## config.mk

```make
export PLATFORM = sky130hd
export DESIGN_NAME = itch_order_message_parser
export DESIGN_NICKNAME = d
export VERILOG_FILES = /design/src/hw/rtl/iomp_pkg.sv /design/src/hw/rtl/iomp_front.sv /design/src/hw/rtl/iomp_queue.sv /design/src/hw/rtl/iomp_back.sv /design/src/hw/rtl/itch_order_message_parser.sv
export SDC_FILE = /design/constraint.sdc
export NUM_CORES = 1
export LEC_CHECK = 0
export BUFFER_PORTS_ARGS = -buffer_cell sky130_fd_sc_hd__buf_2
export CORE_ASPECT_RATIO = 0.75
export CORE_MARGIN = 2
export CORE_UTILIZATION = 40
export CTS_BUF_LIST = sky130_fd_sc_hd__clkbuf_4
export CTS_CLUSTER_SIZE = 30
export DETAILED_ROUTE_END_ITERATION = 8
export GPL_ROUTABILITY_DRIVEN = 0
export HOLD_SLACK_MARGIN = 0.05
export PLACE_DENSITY_LB_ADDON = 0.05
export RECOVER_POWER = 25
export SLEW_MARGIN = 20
export SYNTH_ARGS = -nofsm -noshare
export SYNTH_HDL_FRONTEND = slang
export SYNTH_SLANG_ARGS = --single-unit
```

## constraint.sdc

```tcl
create_clock -name clk -period 11.67 [get_ports clk]
set_input_delay 0.5835 -clock clk [delete_from_list [all_inputs] [get_ports clk]]
set_output_delay 0.5835 -clock clk [all_outputs]
set_load 0.05 [all_outputs]
```

## src/hw/rtl/iomp_pkg.sv

```systemverilog
// ============================================================================
// iomp_pkg
// Shared types, codes and constants for the order message parser: message
// type bytes, minimum payload lengths, field byte windows and the word that
// travels from the framing front end to the field extraction back end.
// ============================================================================
`default_nettype none

package iomp_pkg;

  // Message type bytes and the side indicator.
  localparam logic [7:0] TYPE_ADD   = 8'h41;  // 'A'
  localparam logic [7:0] TYPE_DEL   = 8'h44;  // 'D'
  localparam logic [7:0] TYPE_EXEC  = 8'h45;  // 'E'
  localparam logic [7:0] TYPE_TRADE = 8'h50;  // 'P'
  localparam logic [7:0] SIDE_BUY   = 8'h42;  // 'B'

  // Minimum payload lengths for a record.
  localparam logic [15:0] MIN_LEN_ADD   = 16'd36;
  localparam logic [15:0] MIN_LEN_DEL   = 16'd19;
  localparam logic [15:0] MIN_LEN_EXEC  = 16'd31;
  localparam logic [15:0] MIN_LEN_TRADE = 16'd44;

  // Byte positions are carried saturated; the top code lies past every field.
  localparam int          POS_W   = 6;
  localparam logic [POS_W-1:0] POS_SAT = '1;

  // Field byte windows, inclusive.
  localparam logic [POS_W-1:0] POS_TIME_LO   = 6'd5;
  localparam logic [POS_W-1:0] POS_TIME_HI   = 6'd10;
  localparam logic [POS_W-1:0] POS_REF_LO    = 6'd11;
  localparam logic [POS_W-1:0] POS_REF_HI    = 6'd18;
  localparam logic [POS_W-1:0] POS_SIDE      = 6'd19;
  localparam logic [POS_W-1:0] POS_SHR_E_LO  = 6'd19;
  localparam logic [POS_W-1:0] POS_SHR_E_HI  = 6'd22;
  localparam logic [POS_W-1:0] POS_SHR_LO    = 6'd20;
  localparam logic [POS_W-1:0] POS_SHR_HI    = 6'd23;
  localparam logic [POS_W-1:0] POS_PRICE_LO  = 6'd32;
  localparam logic [POS_W-1:0] POS_PRICE_HI  = 6'd35;

  // Record kind codes.
  localparam logic [1:0] KIND_LIMIT  = 2'd0;
  localparam logic [1:0] KIND_CANCEL = 2'd1;
  localparam logic [1:0] KIND_MARKET = 2'd2;

  // Default depth of the queue between front and back.
  localparam int QUEUE_DEPTH = 4;

  // Message class, settled by the type byte and the payload length.
  typedef enum logic [2:0] {
    CLS_NONE  = 3'd0,
    CLS_ADD   = 3'd1,
    CLS_DEL   = 3'd2,
    CLS_EXEC  = 3'd3,
    CLS_TRADE = 3'd4
  } msg_class_t;

  // One payload byte, tagged by the front end.
  typedef struct packed {
    logic [7:0]       data;
    logic [POS_W-1:0] pos;
    msg_class_t       cls;
    logic             last;
  } token_t;

  function automatic msg_class_t classify(input logic [7:0] type_byte,
                                          input logic [15:0] len);
    msg_class_t cls;
    cls = CLS_NONE;
    if (type_byte == TYPE_ADD && len >= MIN_LEN_ADD) begin
      cls = CLS_ADD;
    end else if (type_byte == TYPE_DEL && len >= MIN_LEN_DEL) begin
      cls = CLS_DEL;
    end else if (type_byte == TYPE_EXEC && len >= MIN_LEN_EXEC) begin
      cls = CLS_EXEC;
    end else if (type_byte == TYPE_TRADE && len >= MIN_LEN_TRADE) begin
      cls = CLS_TRADE;
    end
    return cls;
  endfunction

endpackage

`default_nettype wire

```

## src/hw/rtl/iomp_front.sv

```systemverilog
// ============================================================================
// iomp_front
// Framing front end: follows the length header and payload of each message,
// classifies the message on its type byte and hands every payload byte on as
// a tagged word.
// ============================================================================
`default_nettype none

module iomp_front (
  input  wire logic            clk,
  input  wire logic            rst,
  input  wire logic            in_fire,
  input  wire logic [7:0]      data_byte,
  input  wire logic            end_of_stream,
  output logic                 push,
  output iomp_pkg::token_t     push_token
);

  typedef enum logic [2:0] {
    PH_LEN_HI  = 3'b001,
    PH_LEN_LO  = 3'b010,
    PH_PAYLOAD = 3'b100
  } phase_t;

  phase_t                phase, phase_next;
  logic [15:0]           payload_length, payload_length_next;
  logic [15:0]           byte_position, byte_position_next;
  iomp_pkg::msg_class_t  msg_class, msg_class_next;

  logic [16:0]           pos_inc;
  logic                  tok_valid;
  iomp_pkg::msg_class_t  cls_cur;
  logic                  is_last;

  assign pos_inc = {1'b0, byte_position} + 17'd1;
  assign is_last = pos_inc >= {1'b0, payload_length};
  // The type byte classifies its own word; later bytes use the stored class.
  assign cls_cur = (byte_position == 16'd0) ?
                   iomp_pkg::classify(data_byte, payload_length) : msg_class;

  always_comb begin
    phase_next          = phase;
    payload_length_next = payload_length;
    byte_position_next  = byte_position;
    msg_class_next      = msg_class;
    tok_valid           = 1'b0;
    unique case (phase)
      PH_LEN_HI: begin
        payload_length_next = {data_byte, 8'h00};
        phase_next          = PH_LEN_LO;
      end
      PH_LEN_LO: begin
        payload_length_next = {payload_length[15:8], data_byte};
        byte_position_next  = 16'd0;
        phase_next          = (payload_length_next == 16'd0) ? PH_LEN_HI : PH_PAYLOAD;
      end
      PH_PAYLOAD: begin
        tok_valid      = 1'b1;
        msg_class_next = cls_cur;
        if (is_last) begin
          phase_next         = PH_LEN_HI;
          byte_position_next = 16'd0;
        end else begin
          byte_position_next = pos_inc[15:0];
        end
      end
      default: begin
        phase_next = PH_LEN_HI;
      end
    endcase
    if (end_of_stream) begin
      phase_next          = PH_LEN_HI;
      payload_length_next = 16'd0;
      byte_position_next  = 16'd0;
    end
  end

  assign push            = in_fire && tok_valid;
  assign push_token.data = data_byte;
  assign push_token.pos  = (byte_position > 16'(iomp_pkg::POS_SAT)) ?
                           iomp_pkg::POS_SAT : byte_position[iomp_pkg::POS_W-1:0];
  assign push_token.cls  = cls_cur;
  assign push_token.last = is_last;

  always_ff @(posedge clk) begin
    if (rst) begin
      phase          <= PH_LEN_HI;
      payload_length <= 16'd0;
      byte_position  <= 16'd0;
      msg_class      <= iomp_pkg::CLS_NONE;
    end else if (in_fire) begin
      phase          <= phase_next;
      payload_length <= payload_length_next;
      byte_position  <= byte_position_next;
      msg_class      <= msg_class_next;
    end
  end

endmodule

`default_nettype wire

```

## src/hw/rtl/iomp_queue.sv

```systemverilog
// ============================================================================
// iomp_queue
// Short first-in first-out queue of tagged payload words between the front
// and back ends, built from flip-flops.
// ============================================================================
`default_nettype none

module iomp_queue #(
  parameter int DEPTH = iomp_pkg::QUEUE_DEPTH
) (
  input  wire logic              clk,
  input  wire logic              rst,
  input  wire logic              push,
  input  wire iomp_pkg::token_t  push_token,
  output logic                   full,
  input  wire logic              pop,
  output logic                   head_valid,
  output iomp_pkg::token_t       head_token
);

  localparam int PTR_W = (DEPTH > 1) ? $clog2(DEPTH) : 1;
  localparam int CNT_W = $clog2(DEPTH + 1);

  iomp_pkg::token_t  slots [DEPTH];
  logic [PTR_W-1:0]  wr_ptr, rd_ptr;
  logic [CNT_W-1:0]  count;

  function automatic logic [PTR_W-1:0] bump(input logic [PTR_W-1:0] ptr);
    return (ptr == PTR_W'(DEPTH - 1)) ? '0 : ptr + PTR_W'(1);
  endfunction

  assign full       = (count == CNT_W'(DEPTH));
  assign head_valid = (count != '0);
  assign head_token = slots[rd_ptr];

  always_ff @(posedge clk) begin
    if (push) begin
      slots[wr_ptr] <= push_token;
    end
  end

  always_ff @(posedge clk) begin
    if (rst) begin
      wr_ptr <= '0;
      rd_ptr <= '0;
      count  <= '0;
    end else begin
      if (push) begin
        wr_ptr <= bump(wr_ptr);
      end
      if (pop) begin
        rd_ptr <= bump(rd_ptr);
      end
      if (push && !pop) begin
        count <= count + CNT_W'(1);
      end else if (pop && !push) begin
        count <= count - CNT_W'(1);
      end
    end
  end

endmodule

`default_nettype wire

```

## src/hw/rtl/iomp_back.sv

```systemverilog
// ============================================================================
// iomp_back
// Field extraction back end: shifts payload bytes into the field
// accumulators and loads the output register with an order record on the
// final byte of a qualifying message.
// ============================================================================
`default_nettype none

module iomp_back (
  input  wire logic              clk,
  input  wire logic              rst,
  input  wire logic              head_valid,
  input  wire iomp_pkg::token_t  head_token,
  output logic                   pop,
  output logic                   out_valid,
  input  wire logic              out_stall,
  output logic [1:0]             order_kind,
  output logic [47:0]            stamp_ns,
  output logic [63:0]            order_ref,
  output logic                   sell_side,
  output logic [31:0]            share_count,
  output logic [31:0]            price_fixed
);

  logic [47:0] time_accum, time_accum_next;
  logic [63:0] ref_accum, ref_accum_next;
  logic        side_flag, side_flag_next;
  logic [31:0] shares_accum, shares_accum_next;
  logic [31:0] price_accum, price_accum_next;

  logic [iomp_pkg::POS_W-1:0] pos;
  logic [7:0]                 b;
  logic                       emit;
  logic                       in_shr;

  assign pos = head_token.pos;
  assign b   = head_token.data;

  always_comb begin
    time_accum_next   = time_accum;
    ref_accum_next    = ref_accum;
    side_flag_next    = side_flag;
    shares_accum_next = shares_accum;
    price_accum_next  = price_accum;
    if (pos >= iomp_pkg::POS_TIME_LO && pos <= iomp_pkg::POS_TIME_HI) begin
      time_accum_next = {time_accum[39:0], b};
    end
    if (pos >= iomp_pkg::POS_REF_LO && pos <= iomp_pkg::POS_REF_HI) begin
      ref_accum_next = {ref_accum[55:0], b};
    end
    if (pos == iomp_pkg::POS_SIDE) begin
      side_flag_next = (b != iomp_pkg::SIDE_BUY);
    end
    // Executed messages carry shares one byte earlier.
    if (head_token.cls == iomp_pkg::CLS_EXEC) begin
      in_shr = pos >= iomp_pkg::POS_SHR_E_LO && pos <= iomp_pkg::POS_SHR_E_HI;
    end else begin
      in_shr = pos >= iomp_pkg::POS_SHR_LO && pos <= iomp_pkg::POS_SHR_HI;
    end
    if (in_shr) begin
      shares_accum_next = {shares_accum[23:0], b};
    end
    if (pos >= iomp_pkg::POS_PRICE_LO && pos <= iomp_pkg::POS_PRICE_HI) begin
      price_accum_next = {price_accum[23:0], b};
    end
  end

  assign emit = head_token.last && (head_token.cls != iomp_pkg::CLS_NONE);
  assign pop  = head_valid && (!emit || !out_valid || !out_stall);

  always_ff @(posedge clk) begin
    if (pop) begin
      time_accum   <= time_accum_next;
      ref_accum    <= ref_accum_next;
      side_flag    <= side_flag_next;
      shares_accum <= shares_accum_next;
      price_accum  <= price_accum_next;
    end
    if (pop && emit) begin
      stamp_ns     <= time_accum_next;
      order_ref    <= ref_accum_next;
      sell_side    <= 1'b0;
      share_count  <= shares_accum_next;
      price_fixed  <= 32'd0;
      case (head_token.cls)
        iomp_pkg::CLS_ADD: begin
          order_kind  <= iomp_pkg::KIND_LIMIT;
          sell_side   <= side_flag_next;
          price_fixed <= price_accum_next;
        end
        iomp_pkg::CLS_DEL: begin
          order_kind  <= iomp_pkg::KIND_CANCEL;
          share_count <= 32'd0;
        end
        iomp_pkg::CLS_TRADE: begin
          order_kind  <= iomp_pkg::KIND_MARKET;
          sell_side   <= side_flag_next;
          price_fixed <= price_accum_next;
        end
        default: begin
          order_kind <= iomp_pkg::KIND_MARKET;
        end
      endcase
    end
  end

  always_ff @(posedge clk) begin
    if (rst) begin
      out_valid <= 1'b0;
    end else if (pop && emit) begin
      out_valid <= 1'b1;
    end else if (!out_stall) begin
      out_valid <= 1'b0;
    end
  end

endmodule

`default_nettype wire

```

## src/hw/rtl/itch_order_message_parser.sv

```systemverilog
// ============================================================================
// itch_order_message_parser
// Order message parser for a length-framed market data byte stream.
// ============================================================================
// The input channel (in_valid, in_stall, data_byte, end_of_stream) takes one
// word per cycle: a byte of the stream, each message being a two-byte
// big-endian payload length followed by the payload. A word is taken at a
// rising edge with in_valid high and in_stall low. end_of_stream marks the
// last byte of the stream; a message cut short by it gives no record.
// The output channel (out_valid, out_stall, record fields) presents one
// order record for each add, delete, executed or trade message that is long
// enough. The final payload byte is written into the queue, and the back end
// then loads its record into the output register.
// Throughput is one byte per cycle: the front end tracks framing and
// classifies each message on its type byte, and a short word queue feeds the
// back end, which shifts bytes into the field accumulators and fills the
// output register. When the receiver stalls, the back end holds the record
// and keeps absorbing bytes that produce no record; once the queue fills,
// in_stall rises. Reset clears the framing state, the queue and out_valid.
// ============================================================================
`default_nettype none

module itch_order_message_parser #(
  parameter int QUEUE_DEPTH = iomp_pkg::QUEUE_DEPTH
) (
  input  wire logic        clk,
  input  wire logic        rst,
  input  wire logic        in_valid,
  output logic             in_stall,
  input  wire logic [7:0]  data_byte,
  input  wire logic        end_of_stream,
  output logic             out_valid,
  input  wire logic        out_stall,
  output logic [1:0]       order_kind,
  output logic [47:0]      stamp_ns,
  output logic [63:0]      order_ref,
  output logic             sell_side,
  output logic [31:0]      share_count,
  output logic [31:0]      price_fixed
);

  logic              in_fire;
  logic              push;
  iomp_pkg::token_t  push_token;
  logic              queue_full;
  logic              pop;
  logic              head_valid;
  iomp_pkg::token_t  head_token;

  // The input stalls only while the queue is full.
  assign in_stall = queue_full;
  assign in_fire  = in_valid && !queue_full;

  iomp_front u_front (
    .clk           (clk),
    .rst           (rst),
    .in_fire       (in_fire),
    .data_byte     (data_byte),
    .end_of_stream (end_of_stream),
    .push          (push),
    .push_token    (push_token)
  );

  iomp_queue #(
    .DEPTH (QUEUE_DEPTH)
  ) u_queue (
    .clk        (clk),
    .rst        (rst),
    .push       (push),
    .push_token (push_token),
    .full       (queue_full),
    .pop        (pop),
    .head_valid (head_valid),
    .head_token (head_token)
  );

  iomp_back u_back (
    .clk          (clk),
    .rst          (rst),
    .head_valid   (head_valid),
    .head_token   (head_token),
    .pop          (pop),
    .out_valid    (out_valid),
    .out_stall    (out_stall),
    .order_kind   (order_kind),
    .stamp_ns     (stamp_ns),
    .order_ref    (order_ref),
    .sell_side    (sell_side),
    .share_count  (share_count),
    .price_fixed  (price_fixed)
  );

endmodule

`default_nettype wire

```

# Yosys cells after proc, flatten, opt, wreduce, memory -nomap -nowiden
# Memory sizes are Yosys's and may differ from the RTL's. A register that Yosys moved wholly into a read port is not among the register bits.
# Cells that the tools add are included.
[word_totals] n_memories=1 ram_bits=72 elab_cells=132 regBits=402
[mem_list] memory="u_queue.slots" depth=4 word_bits=18 rd=1 rd_ports_with_merged_regs=1 wr=1 line="iomp_queue.sv:24" rtl="iomp_pkg::token_t slots [DEPTH];"
[classes] eq_ne=19 muxes=33 addsub=5 order_cmp=16 reduce_logical=38
[op_table] operator="two-way mux 32 bit" count=2
[op_table] operator="two-way mux 64 bit" count=1
[op_table] operator="one-hot mux 16 bit (2 select lines)" count=2
[op_table] operator="two-way mux 16 bit" count=3
[op_table] operator="two-way mux 48 bit" count=1
[op_table] operator="== test 8 x 7 -> 1 bit (second input constant)" count=4
[op_table] operator="greater-or-equal comparator 16 x 5 -> 1 bit (second input constant)" count=2
[op_table] operator="greater-or-equal comparator 16 x 6 -> 1 bit (second input constant)" count=2
[op_table] operator="logical NOT 16 bit" count=2
[op_table] operator="two-way mux 3 bit" count=10
[op_table] operator="<= comparator 6 x 5 -> 1 bit (second input constant)" count=3
[op_table] operator="adder 16 x 1 -> 17 bit (second input constant)" count=1
[op_table] operator="greater-or-equal comparator 17 x 16 -> 1 bit" count=1
[op_table] operator="greater-than comparator 16 x 6 -> 1 bit (second input constant)" count=1
[op_table] operator="logical AND 1 bit" count=16
[op_table] operator="greater-or-equal comparator 6 x 5 -> 1 bit (second input constant)" count=2
[op_table] operator="nonzero test 3 bit" count=4
[op_table] operator="== test 3 x 2 -> 1 bit (second input constant)" count=3
[op_table] operator="== test 3 bit (second input constant)" count=3
[op_table] operator="one-hot mux 3 bit (3 select lines)" count=1
[op_table] operator="two-way mux 2 bit" count=4
[op_table] operator="inequality test 8 x 7 -> 1 bit (second input constant)" count=1
[op_table] operator="AND reduction 2 bit" count=4
[op_table] operator="two-way mux 1 bit" count=7
[op_table] operator="21 further kinds" count=31

# Depth between registers and ports, before layout
[depth] ltp_word=9 ltp_mapped=15 ltp_nobuf=13

# Cells and area by module
# A second synthesis with hierarchy kept.
[hier_totals] cells_unflattened=1184 area_unflattened_um2=19921.6
[by_module_without_submodules] module="iomp_back" instances=1 cells_each=701 area_per_inst_um2=14043.5
[by_module_without_submodules] module="iomp_queue" instances=1 cells_each=138 area_per_inst_um2=3080.5
[by_module_without_submodules] module="iomp_front" instances=1 cells_each=344 area_per_inst_um2=2783.9
[by_module_without_submodules] module="itch_order_message_parser" instances=1 cells_each=1 area_per_inst_um2=13.8

# Least setup slack after synthesis
# No wires, ideal clock.
[synth_path] kind="register to register" startpoint="reg (tool-made name)" endpoint="reg u_back.order_kind[0], enable pin" setup_slack_ns=2.259 n_path_buf=2 t_required_ns=10.945 path_stages_with_launch=6 synth_period_minus_slack_ns=9.411 setup_ns=0.725 arrival_time_ns=8.685 cell_sequence="dfxtp_1 clkbuf_1 mux4_2 clkbuf_1 o31ai_1 nor2_1"
[synth_lines] element="end signal, assigned" line="iomp_back.sv:87" rtl="order_kind <= iomp_pkg::KIND_LIMIT;"
[synth_lines] element="end signal, assigned" line="iomp_back.sv:92" rtl="order_kind <= iomp_pkg::KIND_CANCEL;"
[synth_lines] element="end signal, assigned" line="iomp_back.sv:96" rtl="order_kind <= iomp_pkg::KIND_MARKET;"
[synth_lines] element="end, declared" line="iomp_back.sv:17" rtl="output logic [1:0] order_kind,"

==> results.toml <==
[global_route]
grt_usage_pct = 16.4
overflow = 0
grt_first_pass_wirelength_mm = 63.1
antenna_found_initial = 4
grt_max_degree = 181
grt_pass1_vias = 10800

[status]
status = "complete, no violations"

[detailed_routing]
totalWireLength_mm = 41.1
drtIter0Drc = 691
viasPerCell = 4.96
ant_nets = 0
drc = 0
routedWlPerCell_um = 19.0
num_vias = 10800
drt_pass1_iterations = 4

[logic_synthesis]
seq_area_frac_synth_pct = 71.6
synth_top_area_share_pct = 66.7
ys_warn_count = 0
ys_async_sr_fraction_pct = 0
synth_nets = 1186
synthCells = 1148
netlist-cell-type-count = 62
yosys.area.top_type = "edfxtp_1"
postSynthAreaPerCell_um2 = 16.8
synth_ff_type = "edfxtp_1"
synth_seq_cells = 476
syn_area_um2 = 19300
synth-edff-count = 428
ys_top_cells_by_area = "edfxtp_1 67%, mux2_2 8.0%, dfxtp_1 5.0%, mux2_4 2.3%, mux4_2 1.6%"

[critical_path]
crit_path_max_fanout = 103
critPathKind = "reg2reg"
worst_path_largest_cell_delay_ps = 990
cp_num_buf_inv = 2
path_cells = "mux4_2, o31ai_1, o21ai_0, inv_8, buf_4"
start_kind = "flip-flop"
crit_path_end_kind = "flip-flop"
required_ps = 12100
slowest_stage = "dfxtp_1"
arrival_ps = 5260
critPathTopFamily = "buffers and inverters"

[timing]
finalHoldViolCount = 0
fin_crit_sh_pct = 41.4
finalSetupViolations = 0
setup_tns_ps = 0
period_needed_ps = 4830
slew_violations = 0
rsz0062_at_grt = "false"
max-slew-margin-rel_pct = 6.50
finClkSkew_ps = 37.2
max_freq_mhz = 207
worst_slew_pin_slew_ps = 1400

[clocking]
clk_latency_ps = 840
cts_root_buf = "clkbuf_4"
clockBufferDepth = 3
clock-sinks = 476
cts_tree = "yes"
htree_levels = 3
numCtsBuffers = 118
clkTransAtPathRegs_ps = 60
cts-resized-gates = 0

[floorplanning]
die-area_um2 = 50000
rows = 69
die_h_um = 194
die_width_um = 258
start_util_pct = 40.6
coreArea_um2 = 47500
io_pins = 194

[hold_path]
hp-class = "in2reg"

[pwr]
powerDensity_nw_per_um2 = 323
p_leak_nw = 7.59
ir_drop_uv = 153

[cells_and_area]
finish.utilization_pct = 47.0
area_delta_synth_final_pct = 15.7
final_nets = 1472
drive_gt1_share_pct = 25.6

[place]
portBuffers = 193
dp_hpwl_mm = 25.0

[job]
maxCapViolations = 0
## flip-flops by register name (all words and copies together) (netlist names), named ones only
signal and cells:
u_back.side_flag 1, u_queue.rd_ptr 2, u_back.share_count 32, u_front.phase 3, u_back.order_ref 64, u_back.ref_accum 64, u_front.payload_length 16, u_back.time_accum 48
u_queue.wr_ptr 2, u_back.stamp_ns 48, u_back.sell_side 1, u_queue.slots 72, u_back.price_fixed 32, u_back.price_accum 32, u_back.shares_accum 32, u_front.byte_position 16
u_queue.count 3, u_front.msg_class 3, u_back.order_kind 2, u_back.out_valid 1
## area by class of cell
type | instances | area, µm²
multi-input combinational | 592 | 5110
antenna | 3 | 7.51
fill | 4350 | 25200
tap | 639 | 800
inverter | 33 | 131
sequential | 476 | 13800
clock inverter | 35 | 198
timing repair buffer | 213 | 912
clock buffer | 177 | 1330
## power breakdown
part           total (mW)  leakage (nW)  switching (mW)  internal (mW)
combinational        2.60          2.22            1.91          0.687
clock                1.40         0.908           0.665          0.734
sequential           3.22          4.46           0.263           2.95
## cell usage after synthesis, types with 9 or more instances
master    number
nand2_1       52
ha_1          24
nor2b_1       37
nand3_1       32
mux4_2        14
nand4_1       15
mux2_2       137
inv_1         33
mux2i_1        9
a31oi_1       10
mux2_4        30
o21a_1        31
and3_1        10
edfxtp_1     428
clkbuf_1      26
nor2_1        33
dfxtp_1       48
mux2_1        11
a21oi_1       33
o21ai_0       10
## stage by stage
stage / worst slack (ps) / hold slack (ps) / area [µm²] / cells / total power, mW
after floorplan: 2260 / 432 / 19300 / 1148 / 5.36
after global placement: 6850 / 440 / 20900 / 1944 / 5.94
after detailed placement: 6800 / 449 / 20900 / 1944 / 5.96
after CTS: 6780 / 107 / 22500 / 2165 / 7.40
after global routing: 6520 / 155 / 22300 / 2167 / 7.62
final: 6840 / 241 / 22300 / 2168 / 7.21
## worst reg2reg max path, stage by stage (launching register included)
cell     delay [ps]
dfxtp_1         990
mux4_2          770
o31ai_1         550
o21ai_0         440
inv_8           650
buf_4           970
## cell families after synthesis
kind of cell / synth area share [%]
buffers and inverters: 2.03
muxes: 13.6
xor gates and xnor gates: 0.727
AOI/OAI and AO/OA: 3.75
DFF: 71.6
and+or+nand+nor: 6.56
adders and majority gates: 1.66
## path summary, 6_finish.rpt
kind                                                        start                           endpoint  slack (ps)  cells past startpoint
worst max-delay path                                    flip-flop   u_back.price_accum[13]$_DFFE_PP_        6840                      5
worst min register to register  u_front.msg_class[1]$_SDFFE_PP0P_  u_front.msg_class[1]$_SDFFE_PP0P_         460                      2
worst min-delay path                                end_of_stream      u_front.phase[1]$_SDFFE_PP0P_         240                      3
worst max register to register                          flip-flop   u_back.price_accum[13]$_DFFE_PP_        6840                      5
## cells in the final DEF, fill, tap and decap left out, drive strengths merged, types with 24 or more instances in the layout
| master | netlist | routed |
|---|---|---|
| clkinv | 0 | 31 |
| a21oi | 34 | 34 |
| dfxtp | 48 | 48 |
| o21a | 31 | 31 |
| nor2b | 37 | 37 |
| nand3 | 32 | 32 |
| ha | 24 | 24 |
| inv | 33 | 34 |
| mux2 | 178 | 178 |
| edfxtp | 428 | 428 |
| nand2 | 53 | 53 |
| nor2 | 33 | 33 |
| clkbuf | 26 | 366 |
## routing by layer
layer | routed length [µm] | track usage, % | up-vias
li1 | - | - | 5094
met5 | 0 | 0 | -
met3 | 2270 | 4.82 | 70
met1 | 20300 | 23.9 | 5319
met4 | 812 | 5.48 | 0
met2 | 17700 | 23.3 | 277
## repair_timing
item | CTS | global route
endpoints found under the hold margin | 49 | 0
hold buffers | 9 | 0
buffers inserted | 0 | 0
Power figures use the tool's default switching activity.
